$ cat src/rtl/core/kes_pkg.sv
// ----------------------------------------------------------------------------
// kes_pkg
// Shared constants, event codes and the per-scan event plan of the keypad
// event scanner.
// ----------------------------------------------------------------------------
`default_nettype none

package kes_pkg;

  localparam int ROW_COUNT      = 4;
  localparam int COLUMN_COUNT   = 5;
  localparam int POS_COUNT      = ROW_COUNT * COLUMN_COUNT;
  localparam int DEBOUNCE_LEVEL = 3;
  localparam int CNT_W          = $clog2(DEBOUNCE_LEVEL + 1);
  localparam int POS_W          = 5;
  localparam int TIME_W         = 32;
  localparam int MS_W           = 16;
  localparam int MAX_RESULTS    = 21;
  localparam int EVCNT_W        = $clog2(MAX_RESULTS);

  // Reset values of the timing and mask registers
  localparam logic [MS_W-1:0]      LONG_PRESS_RESET     = 16'd1000;
  localparam logic [MS_W-1:0]      REPEAT_INITIAL_RESET = 16'd500;
  localparam logic [MS_W-1:0]      REPEAT_PERIOD_RESET  = 16'd100;
  localparam logic [POS_COUNT-1:0] KEY_MASK_RESET       = 20'd1031663;

  typedef enum logic [2:0] {
    EV_PRESS   = 3'd0,
    EV_SHORT   = 3'd1,
    EV_LONG    = 3'd2,
    EV_REPEAT  = 3'd3,
    EV_RELEASE = 3'd4
  } event_kind_t;

  typedef enum logic [1:0] {
    REG_LONG_PRESS     = 2'd0,
    REG_REPEAT_INITIAL = 2'd1,
    REG_REPEAT_PERIOD  = 2'd2,
    REG_KEY_MASK       = 2'd3
  } cfg_reg_t;

  // Everything one scan emits, in emission order:
  // SHORT, RELEASE, PRESS per set bit (ascending), LONG, REPEAT.
  typedef struct packed {
    logic                  short_ev;
    logic                  release_ev;
    logic [POS_W-1:0]      release_pos;
    logic [TIME_W-1:0]     release_dur;
    logic [POS_COUNT-1:0]  press_mask;
    logic                  long_ev;
    logic                  repeat_ev;
    logic [POS_W-1:0]      held_pos;
    logic [TIME_W-1:0]     held_dur;
  } kes_plan_t;

endpackage

`default_nettype wire

$ cat src/rtl/core/kes_lane.sv
// ----------------------------------------------------------------------------
// kes_lane
// Debounce lane for one matrix position: saturating up/down counter and
// edge detection against the debounce threshold.
// ----------------------------------------------------------------------------
`default_nettype none

module kes_lane (
  input  wire logic clk,
  input  wire logic rst_n,
  input  wire logic scan_en,
  input  wire logic sample,
  output logic      pressed,
  output logic      rise,
  output logic      fall
);

  logic [kes_pkg::CNT_W-1:0] cnt_r;
  logic [kes_pkg::CNT_W-1:0] cnt_nxt;
  logic                      was;

  always_comb begin
    cnt_nxt = cnt_r;
    if (sample) begin
      if (cnt_r < kes_pkg::CNT_W'(kes_pkg::DEBOUNCE_LEVEL)) begin
        cnt_nxt = cnt_r + kes_pkg::CNT_W'(1);
      end
    end else if (cnt_r != '0) begin
      cnt_nxt = cnt_r - kes_pkg::CNT_W'(1);
    end
  end

  assign was     = (cnt_r >= kes_pkg::CNT_W'(kes_pkg::DEBOUNCE_LEVEL));
  assign pressed = (cnt_nxt >= kes_pkg::CNT_W'(kes_pkg::DEBOUNCE_LEVEL));
  assign rise    = pressed & ~was;
  assign fall    = ~pressed & was;

  always_ff @(posedge clk) begin
    if (!rst_n) begin
      cnt_r <= '0;
    end else if (scan_en) begin
      cnt_r <= cnt_nxt;
    end
  end

endmodule

`default_nettype wire

$ cat src/rtl/core/kes_merge.sv
// ----------------------------------------------------------------------------
// kes_merge
// Combines the edges found by the lanes with the held-key state: decides the
// release, the presses and the long/repeat timing of one scan.
// ----------------------------------------------------------------------------
`default_nettype none

module kes_merge (
  input  wire logic                            clk,
  input  wire logic                            rst_n,
  input  wire logic                            fire,
  input  wire logic [kes_pkg::POS_COUNT-1:0]   rise_mask,
  input  wire logic [kes_pkg::POS_COUNT-1:0]   fall_mask,
  input  wire logic [kes_pkg::POS_COUNT-1:0]   present_mask,
  input  wire logic [kes_pkg::TIME_W-1:0]      now_ms,
  input  wire logic [kes_pkg::MS_W-1:0]        long_hold_ms,
  input  wire logic [kes_pkg::MS_W-1:0]        first_repeat_ms,
  input  wire logic [kes_pkg::MS_W-1:0]        repeat_period_ms,
  output kes_pkg::kes_plan_t                   plan
);

  logic                           held_valid_r;
  logic [kes_pkg::POS_W-1:0]      held_pos_r;
  logic [kes_pkg::TIME_W-1:0]     press_time_r;
  logic                           long_sent_r;
  logic                           repeat_sent_r;
  logic [kes_pkg::TIME_W-1:0]     last_repeat_r;

  logic [kes_pkg::POS_COUNT-1:0]  press_m;
  logic [kes_pkg::POS_COUNT-1:0]  below_m;
  logic                           any_press;
  logic [kes_pkg::POS_W-1:0]      hi_pos;
  logic                           rel;
  logic                           held_valid_b;
  logic [kes_pkg::POS_W-1:0]      held_pos_b;
  logic [kes_pkg::TIME_W-1:0]     press_time_b;
  logic                           long_sent_b;
  logic                           repeat_sent_b;
  logic [kes_pkg::TIME_W-1:0]     held_dur;
  logic                           long_fire;
  logic                           long_sent_c;
  logic [kes_pkg::TIME_W-1:0]     stamp_c;
  logic [kes_pkg::MS_W-1:0]       delay;
  logic [kes_pkg::TIME_W-1:0]     since_rep;
  logic                           rep_fire;

  assign press_m   = rise_mask & present_mask;
  assign any_press = |press_m;
  assign below_m   = (kes_pkg::POS_COUNT'(1) << held_pos_r) - kes_pkg::POS_COUNT'(1);

  // Highest press wins the held slot
  always_comb begin
    hi_pos = '0;
    for (int p = 0; p < kes_pkg::POS_COUNT; p++) begin
      if (press_m[p]) begin
        hi_pos = kes_pkg::POS_W'(p);
      end
    end
  end

  // Held key falls before any press ahead of it replaces it
  assign rel = held_valid_r && fall_mask[held_pos_r] && present_mask[held_pos_r] &&
               ((press_m & below_m) == '0);

  always_comb begin
    held_valid_b  = held_valid_r & ~rel;
    held_pos_b    = held_pos_r;
    press_time_b  = press_time_r;
    long_sent_b   = long_sent_r;
    repeat_sent_b = repeat_sent_r;
    if (any_press) begin
      held_valid_b  = 1'b1;
      held_pos_b    = hi_pos;
      press_time_b  = now_ms;
      long_sent_b   = 1'b0;
      repeat_sent_b = 1'b0;
    end
  end

  assign held_dur    = now_ms - press_time_b;
  assign long_fire   = held_valid_b && !long_sent_b &&
                       (held_dur >= kes_pkg::TIME_W'(long_hold_ms));
  assign long_sent_c = long_sent_b | long_fire;
  assign stamp_c     = long_fire ? now_ms : last_repeat_r;
  assign delay       = repeat_sent_b ? repeat_period_ms : first_repeat_ms;
  assign since_rep   = now_ms - stamp_c;
  assign rep_fire    = held_valid_b && long_sent_c &&
                       (since_rep >= kes_pkg::TIME_W'(delay));

  always_comb begin
    plan             = '0;
    plan.short_ev    = rel & ~long_sent_r;
    plan.release_ev  = rel;
    plan.release_pos = held_pos_r;
    plan.release_dur = now_ms - press_time_r;
    plan.press_mask  = press_m;
    plan.long_ev     = long_fire;
    plan.repeat_ev   = rep_fire;
    plan.held_pos    = held_pos_b;
    plan.held_dur    = held_dur;
  end

  always_ff @(posedge clk) begin
    if (!rst_n) begin
      held_valid_r  <= 1'b0;
      held_pos_r    <= '0;
      press_time_r  <= '0;
      long_sent_r   <= 1'b0;
      repeat_sent_r <= 1'b0;
      last_repeat_r <= '0;
    end else if (fire) begin
      held_valid_r  <= held_valid_b;
      held_pos_r    <= held_pos_b;
      press_time_r  <= press_time_b;
      long_sent_r   <= long_sent_c;
      repeat_sent_r <= repeat_sent_b | rep_fire;
      last_repeat_r <= rep_fire ? now_ms : stamp_c;
    end
  end

endmodule

`default_nettype wire

$ cat src/rtl/core/kes_emit.sv
// ----------------------------------------------------------------------------
// kes_emit
// Event serializer: walks the plan of one scan into the output register, one
// event per cycle unless the output stalls; caps the scan at the result limit.
// ----------------------------------------------------------------------------
`default_nettype none

module kes_emit (
  input  wire logic                            clk,
  input  wire logic                            rst_n,
  input  wire logic                            load,
  input  wire kes_pkg::kes_plan_t              plan,
  input  wire logic [kes_pkg::TIME_W-1:0]      now_ms,
  input  wire logic [kes_pkg::POS_COUNT-1:0]   deb_keys,
  output logic                                 can_load,
  output logic                                 out_valid,
  input  wire logic                            out_ready,
  output logic [2:0]                           out_event_kind,
  output logic [kes_pkg::POS_W-1:0]            out_key_position,
  output logic [kes_pkg::TIME_W-1:0]           out_duration_ms,
  output logic [kes_pkg::TIME_W-1:0]           out_stamp_ms,
  output logic [kes_pkg::POS_COUNT-1:0]        out_debounced_keys,
  output logic                                 out_last_event
);

  // Pending events (control) and scan payload
  logic                           short_r, rel_r, long_r, rep_r;
  logic [kes_pkg::POS_COUNT-1:0]  press_r;
  logic [kes_pkg::EVCNT_W-1:0]    cnt_r;
  logic [kes_pkg::POS_W-1:0]      rel_pos_r, held_pos_r;
  logic [kes_pkg::TIME_W-1:0]     rel_dur_r, held_dur_r, now_r;
  logic [kes_pkg::POS_COUNT-1:0]  deb_r;

  logic                           out_valid_r;
  kes_pkg::event_kind_t           kind_r;
  logic [kes_pkg::POS_W-1:0]      pos_r;
  logic [kes_pkg::TIME_W-1:0]     dur_r, stamp_r;
  logic [kes_pkg::POS_COUNT-1:0]  okeys_r;
  logic                           last_r;

  kes_pkg::event_kind_t           sel_kind;
  logic [kes_pkg::POS_W-1:0]      sel_pos;
  logic [kes_pkg::TIME_W-1:0]     sel_dur;
  logic [kes_pkg::POS_W-1:0]      low_pos;
  logic                           rest_short, rest_rel, rest_long, rest_rep;
  logic [kes_pkg::POS_COUNT-1:0]  rest_press;
  logic                           busy, issue, last;

  always_comb begin
    low_pos = '0;
    for (int p = kes_pkg::POS_COUNT - 1; p >= 0; p--) begin
      if (press_r[p]) begin
        low_pos = kes_pkg::POS_W'(p);
      end
    end
  end

  always_comb begin
    sel_kind   = kes_pkg::EV_REPEAT;
    sel_pos    = held_pos_r;
    sel_dur    = held_dur_r;
    rest_short = short_r;
    rest_rel   = rel_r;
    rest_press = press_r;
    rest_long  = long_r;
    rest_rep   = rep_r;
    if (short_r) begin
      sel_kind   = kes_pkg::EV_SHORT;
      sel_pos    = rel_pos_r;
      sel_dur    = rel_dur_r;
      rest_short = 1'b0;
    end else if (rel_r) begin
      sel_kind   = kes_pkg::EV_RELEASE;
      sel_pos    = rel_pos_r;
      sel_dur    = rel_dur_r;
      rest_rel   = 1'b0;
    end else if (|press_r) begin
      sel_kind   = kes_pkg::EV_PRESS;
      sel_pos    = low_pos;
      sel_dur    = '0;
      rest_press = press_r & (press_r - kes_pkg::POS_COUNT'(1));
    end else if (long_r) begin
      sel_kind   = kes_pkg::EV_LONG;
      rest_long  = 1'b0;
    end else begin
      rest_rep   = 1'b0;
    end
  end

  assign busy  = short_r | rel_r | (|press_r) | long_r | rep_r;
  assign issue = busy && (!out_valid_r || out_ready);
  assign last  = !(rest_short | rest_rel | (|rest_press) | rest_long | rest_rep) ||
                 (cnt_r == kes_pkg::EVCNT_W'(kes_pkg::MAX_RESULTS - 1));
  assign can_load = !busy || (issue && last);

  always_ff @(posedge clk) begin
    if (!rst_n) begin
      short_r <= 1'b0;
      rel_r   <= 1'b0;
      press_r <= '0;
      long_r  <= 1'b0;
      rep_r   <= 1'b0;
      cnt_r   <= '0;
    end else if (load) begin
      short_r <= plan.short_ev;
      rel_r   <= plan.release_ev;
      press_r <= plan.press_mask;
      long_r  <= plan.long_ev;
      rep_r   <= plan.repeat_ev;
      cnt_r   <= '0;
    end else if (issue) begin
      // drop whatever is left once the scan hits its result limit
      short_r <= rest_short & ~last;
      rel_r   <= rest_rel & ~last;
      press_r <= last ? '0 : rest_press;
      long_r  <= rest_long & ~last;
      rep_r   <= rest_rep & ~last;
      cnt_r   <= cnt_r + kes_pkg::EVCNT_W'(1);
    end
  end

  always_ff @(posedge clk) begin
    if (load) begin
      rel_pos_r  <= plan.release_pos;
      rel_dur_r  <= plan.release_dur;
      held_pos_r <= plan.held_pos;
      held_dur_r <= plan.held_dur;
      now_r      <= now_ms;
      deb_r      <= deb_keys;
    end
  end

  always_ff @(posedge clk) begin
    if (!rst_n) begin
      out_valid_r <= 1'b0;
    end else if (issue) begin
      out_valid_r <= 1'b1;
    end else if (out_ready) begin
      out_valid_r <= 1'b0;
    end
  end

  always_ff @(posedge clk) begin
    if (issue) begin
      kind_r  <= sel_kind;
      pos_r   <= sel_pos;
      dur_r   <= sel_dur;
      stamp_r <= now_r;
      okeys_r <= deb_r;
      last_r  <= last;
    end
  end

  assign out_valid          = out_valid_r;
  assign out_event_kind     = kind_r;
  assign out_key_position   = pos_r;
  assign out_duration_ms    = dur_r;
  assign out_stamp_ms       = stamp_r;
  assign out_debounced_keys = okeys_r;
  assign out_last_event     = last_r;

endmodule

`default_nettype wire

$ cat src/rtl/core/matrix_keypad_event_scanner.sv
// ----------------------------------------------------------------------------
// matrix_keypad_event_scanner
// Debounced 4x5 key matrix scanner emitting press, short, long, repeat and
// release events per scan.
// ----------------------------------------------------------------------------
// One scan transaction is accepted per cycle as long as the event stage keeps
// up. Twenty debounce lanes update in the accept cycle and their edges are
// registered in the edge stage; the merge stage resolves the held key and the
// long/repeat timing from that register once the serializer can load, and the
// event serializer then drives one event per cycle into the output register
// while out_ready stays high. A scan yields at most 21 events; the serializer
// port is what sets the sustained rate, and the next scan can wait in the edge
// stage while the serializer is still working on the current one.
`default_nettype none

module matrix_keypad_event_scanner (
  input  wire logic                            clk,
  input  wire logic                            rst_n,
  input  wire logic                            cfg_we,
  input  wire logic [1:0]                      cfg_index,
  input  wire logic [kes_pkg::POS_COUNT-1:0]   cfg_wdata,
  input  wire logic                            in_valid,
  output logic                                 in_ready,
  input  wire logic [kes_pkg::POS_COUNT-1:0]   in_raw_keys,
  input  wire logic [kes_pkg::TIME_W-1:0]      in_now_ms,
  output logic                                 out_valid,
  input  wire logic                            out_ready,
  output logic [2:0]                           out_event_kind,
  output logic [kes_pkg::POS_W-1:0]            out_key_position,
  output logic [kes_pkg::TIME_W-1:0]           out_duration_ms,
  output logic [kes_pkg::TIME_W-1:0]           out_stamp_ms,
  output logic [kes_pkg::POS_COUNT-1:0]        out_debounced_keys,
  output logic                                 out_last_event
);

  logic [kes_pkg::MS_W-1:0]       long_press_r;
  logic [kes_pkg::MS_W-1:0]       repeat_initial_r;
  logic [kes_pkg::MS_W-1:0]       repeat_period_r;
  logic [kes_pkg::POS_COUNT-1:0]  key_mask_r;

  logic                           in_accept;
  logic [kes_pkg::POS_COUNT-1:0]  lane_pressed, lane_rise, lane_fall;

  logic                           edge_v_r;
  logic [kes_pkg::POS_COUNT-1:0]  rise_r, fall_r, deb_r;
  logic [kes_pkg::TIME_W-1:0]     now_r;

  logic                           can_load;
  logic                           merge_fire;
  kes_pkg::kes_plan_t             plan;

  // Configuration registers
  always_ff @(posedge clk) begin
    if (!rst_n) begin
      long_press_r     <= kes_pkg::LONG_PRESS_RESET;
      repeat_initial_r <= kes_pkg::REPEAT_INITIAL_RESET;
      repeat_period_r  <= kes_pkg::REPEAT_PERIOD_RESET;
      key_mask_r       <= kes_pkg::KEY_MASK_RESET;
    end else if (cfg_we) begin
      unique case (kes_pkg::cfg_reg_t'(cfg_index))
        kes_pkg::REG_LONG_PRESS:     long_press_r     <= cfg_wdata[kes_pkg::MS_W-1:0];
        kes_pkg::REG_REPEAT_INITIAL: repeat_initial_r <= cfg_wdata[kes_pkg::MS_W-1:0];
        kes_pkg::REG_REPEAT_PERIOD:  repeat_period_r  <= cfg_wdata[kes_pkg::MS_W-1:0];
        kes_pkg::REG_KEY_MASK:       key_mask_r       <= cfg_wdata;
        default: ;
      endcase
    end
  end

  assign merge_fire = edge_v_r && can_load;
  assign in_ready   = !edge_v_r || merge_fire;
  assign in_accept  = in_valid && in_ready;

  for (genvar g = 0; g < kes_pkg::POS_COUNT; g++) begin : g_lane
    kes_lane u_lane (
      .clk     (clk),
      .rst_n   (rst_n),
      .scan_en (in_accept),
      .sample  (in_raw_keys[g]),
      .pressed (lane_pressed[g]),
      .rise    (lane_rise[g]),
      .fall    (lane_fall[g])
    );
  end

  // Edge stage: hold the lanes' findings until the merge stage takes them
  always_ff @(posedge clk) begin
    if (!rst_n) begin
      edge_v_r <= 1'b0;
    end else if (in_accept) begin
      edge_v_r <= 1'b1;
    end else if (merge_fire) begin
      edge_v_r <= 1'b0;
    end
  end

  always_ff @(posedge clk) begin
    if (in_accept) begin
      rise_r <= lane_rise;
      fall_r <= lane_fall;
      deb_r  <= lane_pressed;
      now_r  <= in_now_ms;
    end
  end

  kes_merge u_merge (
    .clk               (clk),
    .rst_n             (rst_n),
    .fire              (merge_fire),
    .rise_mask         (rise_r),
    .fall_mask         (fall_r),
    .present_mask      (key_mask_r),
    .now_ms            (now_r),
    .long_hold_ms      (long_press_r),
    .first_repeat_ms   (repeat_initial_r),
    .repeat_period_ms  (repeat_period_r),
    .plan              (plan)
  );

  kes_emit u_emit (
    .clk                (clk),
    .rst_n              (rst_n),
    .load               (merge_fire),
    .plan               (plan),
    .now_ms             (now_r),
    .deb_keys           (deb_r),
    .can_load           (can_load),
    .out_valid          (out_valid),
    .out_ready          (out_ready),
    .out_event_kind     (out_event_kind),
    .out_key_position   (out_key_position),
    .out_duration_ms    (out_duration_ms),
    .out_stamp_ms       (out_stamp_ms),
    .out_debounced_keys (out_debounced_keys),
    .out_last_event     (out_last_event)
  );

  a_edge_held: assert property (@(posedge clk) disable iff (!rst_n)
    in_accept |=> edge_v_r)
    else $error("accepted scan not held in edge stage");

  a_press_zero_dur: assert property (@(posedge clk) disable iff (!rst_n)
    (out_valid && out_event_kind == kes_pkg::EV_PRESS) |-> (out_duration_ms == '0))
    else $error("press event with nonzero duration");

  a_short_not_last: assert property (@(posedge clk) disable iff (!rst_n)
    (out_valid && out_event_kind == kes_pkg::EV_SHORT) |-> !out_last_event)
    else $error("short event not followed by release");

  a_press_debounced: assert property (@(posedge clk) disable iff (!rst_n)
    (out_valid && out_event_kind == kes_pkg::EV_PRESS) |->
      out_debounced_keys[out_key_position])
    else $error("press event on a key that is not debounced as pressed");

endmodule

`default_nettype wire

$ cat config.mk
export PLATFORM = sky130hd
export DESIGN_NAME = matrix_keypad_event_scanner
export DESIGN_NICKNAME = d
export VERILOG_FILES = /design/src/rtl/core/kes_pkg.sv /design/src/rtl/core/kes_lane.sv /design/src/rtl/core/kes_merge.sv /design/src/rtl/core/kes_emit.sv /design/src/rtl/core/matrix_keypad_event_scanner.sv
export SDC_FILE = /design/constraint.sdc
export NUM_CORES = 1
export LEC_CHECK = 0
export ABC_AREA = 1
export CORE_UTILIZATION = 38
export DETAILED_ROUTE_END_ITERATION = 10
export DONT_BUFFER_PORTS = 1
export GPL_TIMING_DRIVEN = 0
export PLACE_DENSITY = 0.61
export SLEW_MARGIN = 20
export SYNTH_ARGS = -nofsm -noshare
export SYNTH_HDL_FRONTEND = slang
export SYNTH_SLANG_ARGS = --single-unit
$ cat constraint.sdc
create_clock -name clk -period 28 [get_ports clk]
set_input_delay 8.4 -clock clk [delete_from_list [all_inputs] [get_ports clk]]
set_output_delay 8.4 -clock clk [all_outputs]
set_load 0.03 [all_outputs]
==> flow_summary.toml <==
[floorplan]
row_count = 98
initial_core_util_pct = 38.7
die_y_um = 273
io_pins = 174
core_area_um2 = 72000
die-area_um2 = 74400
die_w_um = 273

[synthesis]
synth_area_leaders = "edfxtp_1 (34%), dfxtp_1 (15%), nand2_1 (13%), inv_1 (6.2%), ha_1 (5.3%)"
synthFlopType = "edfxtp_1"
synth-seq-area-share_pct = 48.7
post-synth-top-count-cell = "nand2_1"
synth_edf_count = 311
netlist_top_cells_count = "nand2_1 (979), inv_1 (457), edfxtp_1 (311)"
syn_nets = 3664
syn_inst = 3464
netlist.area_leader.share_pct = 33.5
ys_ff_latch = 522
yosysTopAreaCell = "edfxtp_1"
yosysWarnings = 0
async_reset_ff_share_pct = 0
synth_cell_types = 52
synth_area_um2 = 27800
avgSynthCellArea_um2 = 8.04

[layout]
final_layout_size_suffix_gt1_share_pct = 5.16
final_util_pct = 43.4
fin_cells = 4535
area_growth_pct = 12.3
layout.nets = 3734

[routing]
wl_per_cell_um = 18.7
firstDrtPassIters = 5
drt_iter0_drc = 1977
met2WireLength_um = 40400
dr_wl_met3_um = 4390
viasPerCell = 5.14
routed_wl_um = 85000
wl_met1_um = 37800
vias = 23300
drtAntennaViolNets = 0
drc = 0
top_layer = "met5"

[clock_network]
cts_root_buf = "clkbuf_16"
cts_tree = "built"
worstSkewPairLatency_ps = 660
htree_levels = 2
clk_pin_slew_ps = 50
numCtsBuffers = 58
cts.hold.buffers_added = 0
postCtsSetupBuffers = 0
cts_resized = 0
cts_sinks = 522
cts_max_path_buffers = 3

[global_routing]
antenna_found_initial = 1
grt_use_total_pct = 22.6
grt_pass1_vias = 22200
grt_pass1_wl_um = 129000
gr-total-overflow = 0
grt_max_degree = 54

[place]
hpwlAfterDp_um = 65000
portBuffers = 0
gp_congestion = 0.965
dp.cells = 4424

[setup_path]
startpoint_type = "input pin"
cp.required_ps = 19600
worstReg2RegStart = "rise_r[12]"
critPathCaptureType = "output port"
crit_fanout = 15
crit_start = "out_ready"
critical_path_class = "in -> out"
cp_data_arrival_time_ps = 9830

[sta]
slew_headroom_pct = 31.0
setup_viol = 0
hold_violations = 0
slew_viol_final = 0
tns_ps = 0
timing.hold.ws_ps = 416
worst_pin_slew_ps = 1030
fin_skew_ps = 59.9
timing.final.crit_share_pct = 65.1
rsz0062_at_grt = "false"
fin_crit_ps = 18230
max_freq_mhz = 54.8

[flow_run]
max-cap-violations = 0

[status]
status = "finished, final reports clean"

[min_path]
hold_start = "deb_r[19]"
hold_path_class = "reg -> reg"
## layer usage
layer	vias to the layer above	track usage, %
met5	-	0
met4	2	6.46
met3	135	3.11
met2	614	38.6
met1	10900	29.6
li1	11600	-
## cell type report
cell class / instances / area (um^2)
diodes: 1 / 2.50
repair buffers: 10 / 238
flip-flops and latches: 522 / 13600
clock inverters: 25 / 298
fillers: 7198 / 40700
plain buffers: 94 / 430
well taps: 950 / 1190
clock buffers: 85 / 1670
multi-input cells: 2371 / 12100
inverters: 477 / 1790
## flip-flops by register name, indices dropped and copies added (netlist names), 16 cells and up
name                       cells
repeat_period_r               16
u_emit.out_duration_ms        32
rise_r                        20
now_r                         32
repeat_initial_r              16
u_merge.last_repeat_r         32
u_emit.held_dur_r             32
g_lane.u_lane.cnt_r           40
u_merge.press_time_r          32
long_press_r                  16
u_emit.rel_dur_r              32
u_emit.out_debounced_keys     20
u_emit.press_r                20
u_emit.now_r                  32
key_mask_r                    20
u_emit.deb_r                  20
deb_r                         20
fall_r                        20
u_emit.out_stamp_ms           32
## critical path, cell delays in order
cell and delay (ps):
nor2_1 420, nor2_4 260, a21oi_1 400, nand2_1 340
## stage by stage
step                cell area, um^2  worst slack, ps
floorplan                     27800             6210
global placement              29000             2490
CTS                           31300             9820
detailed placement            29300             9820
global route                  31300             9710
finish                        31300             9770
## cell families after synthesis
| family | count (synthesis) | synth area share [%] |
|---|---|---|
| xor gates and xnor gates | 60 | 1.89 |
| buffers and inverters | 571 | 7.96 |
| adders and majority gates | 121 | 5.49 |
| muxes | 2 | 0.0719 |
| and+or+nand+nor | 1573 | 23.2 |
| AOI/OAI and AO/OA | 615 | 12.6 |
| DFF | 522 | 48.7 |
## path summary, 6_finish.rpt
| path | end | slack [ps] | cells past startpoint |
|---|---|---|---|
| worst max-delay path | in_ready | 9770 | 4 |
| worst min-delay path | u_emit.deb_r[19] | 420 | 0 |
| worst max register to register | u_merge.last_repeat_r[30] | 17000 | 51 |
| worst min register to register | u_emit.deb_r[19] | 420 | 0 |
## layout by cell type (no fill, tap or decap), types with 6 or more instances in the layout
cell type and count:
ha_1 119, buf_2 14, o31ai_1 6, nand3b_1 15, clkinv_1 10, a31oi_1 59
edfxtp_1 311, a21oi_1 171, inv_2 13, xnor2_1 10, or2_2 21, nor2_2 10
nand3_1 188, clkbuf_8 10, clkbuf_1 82, o21bai_1 28, dfxtp_1 211, nand2_2 6
a211oi_1 7, a22o_1 32, nand4_1 26, clkbuf_16 59, nand2_1 979, nor3_1 18
clkinv_2 11, o21ai_0 235, o22ai_1 42, nor2_1 291, buf_6 6, xor2_1 50
inv_1 457, o211ai_1 13
Power is left out: the tool's default activity adds up to more than one toggle a clock period on the data nets, which glitch-free logic cannot reach.
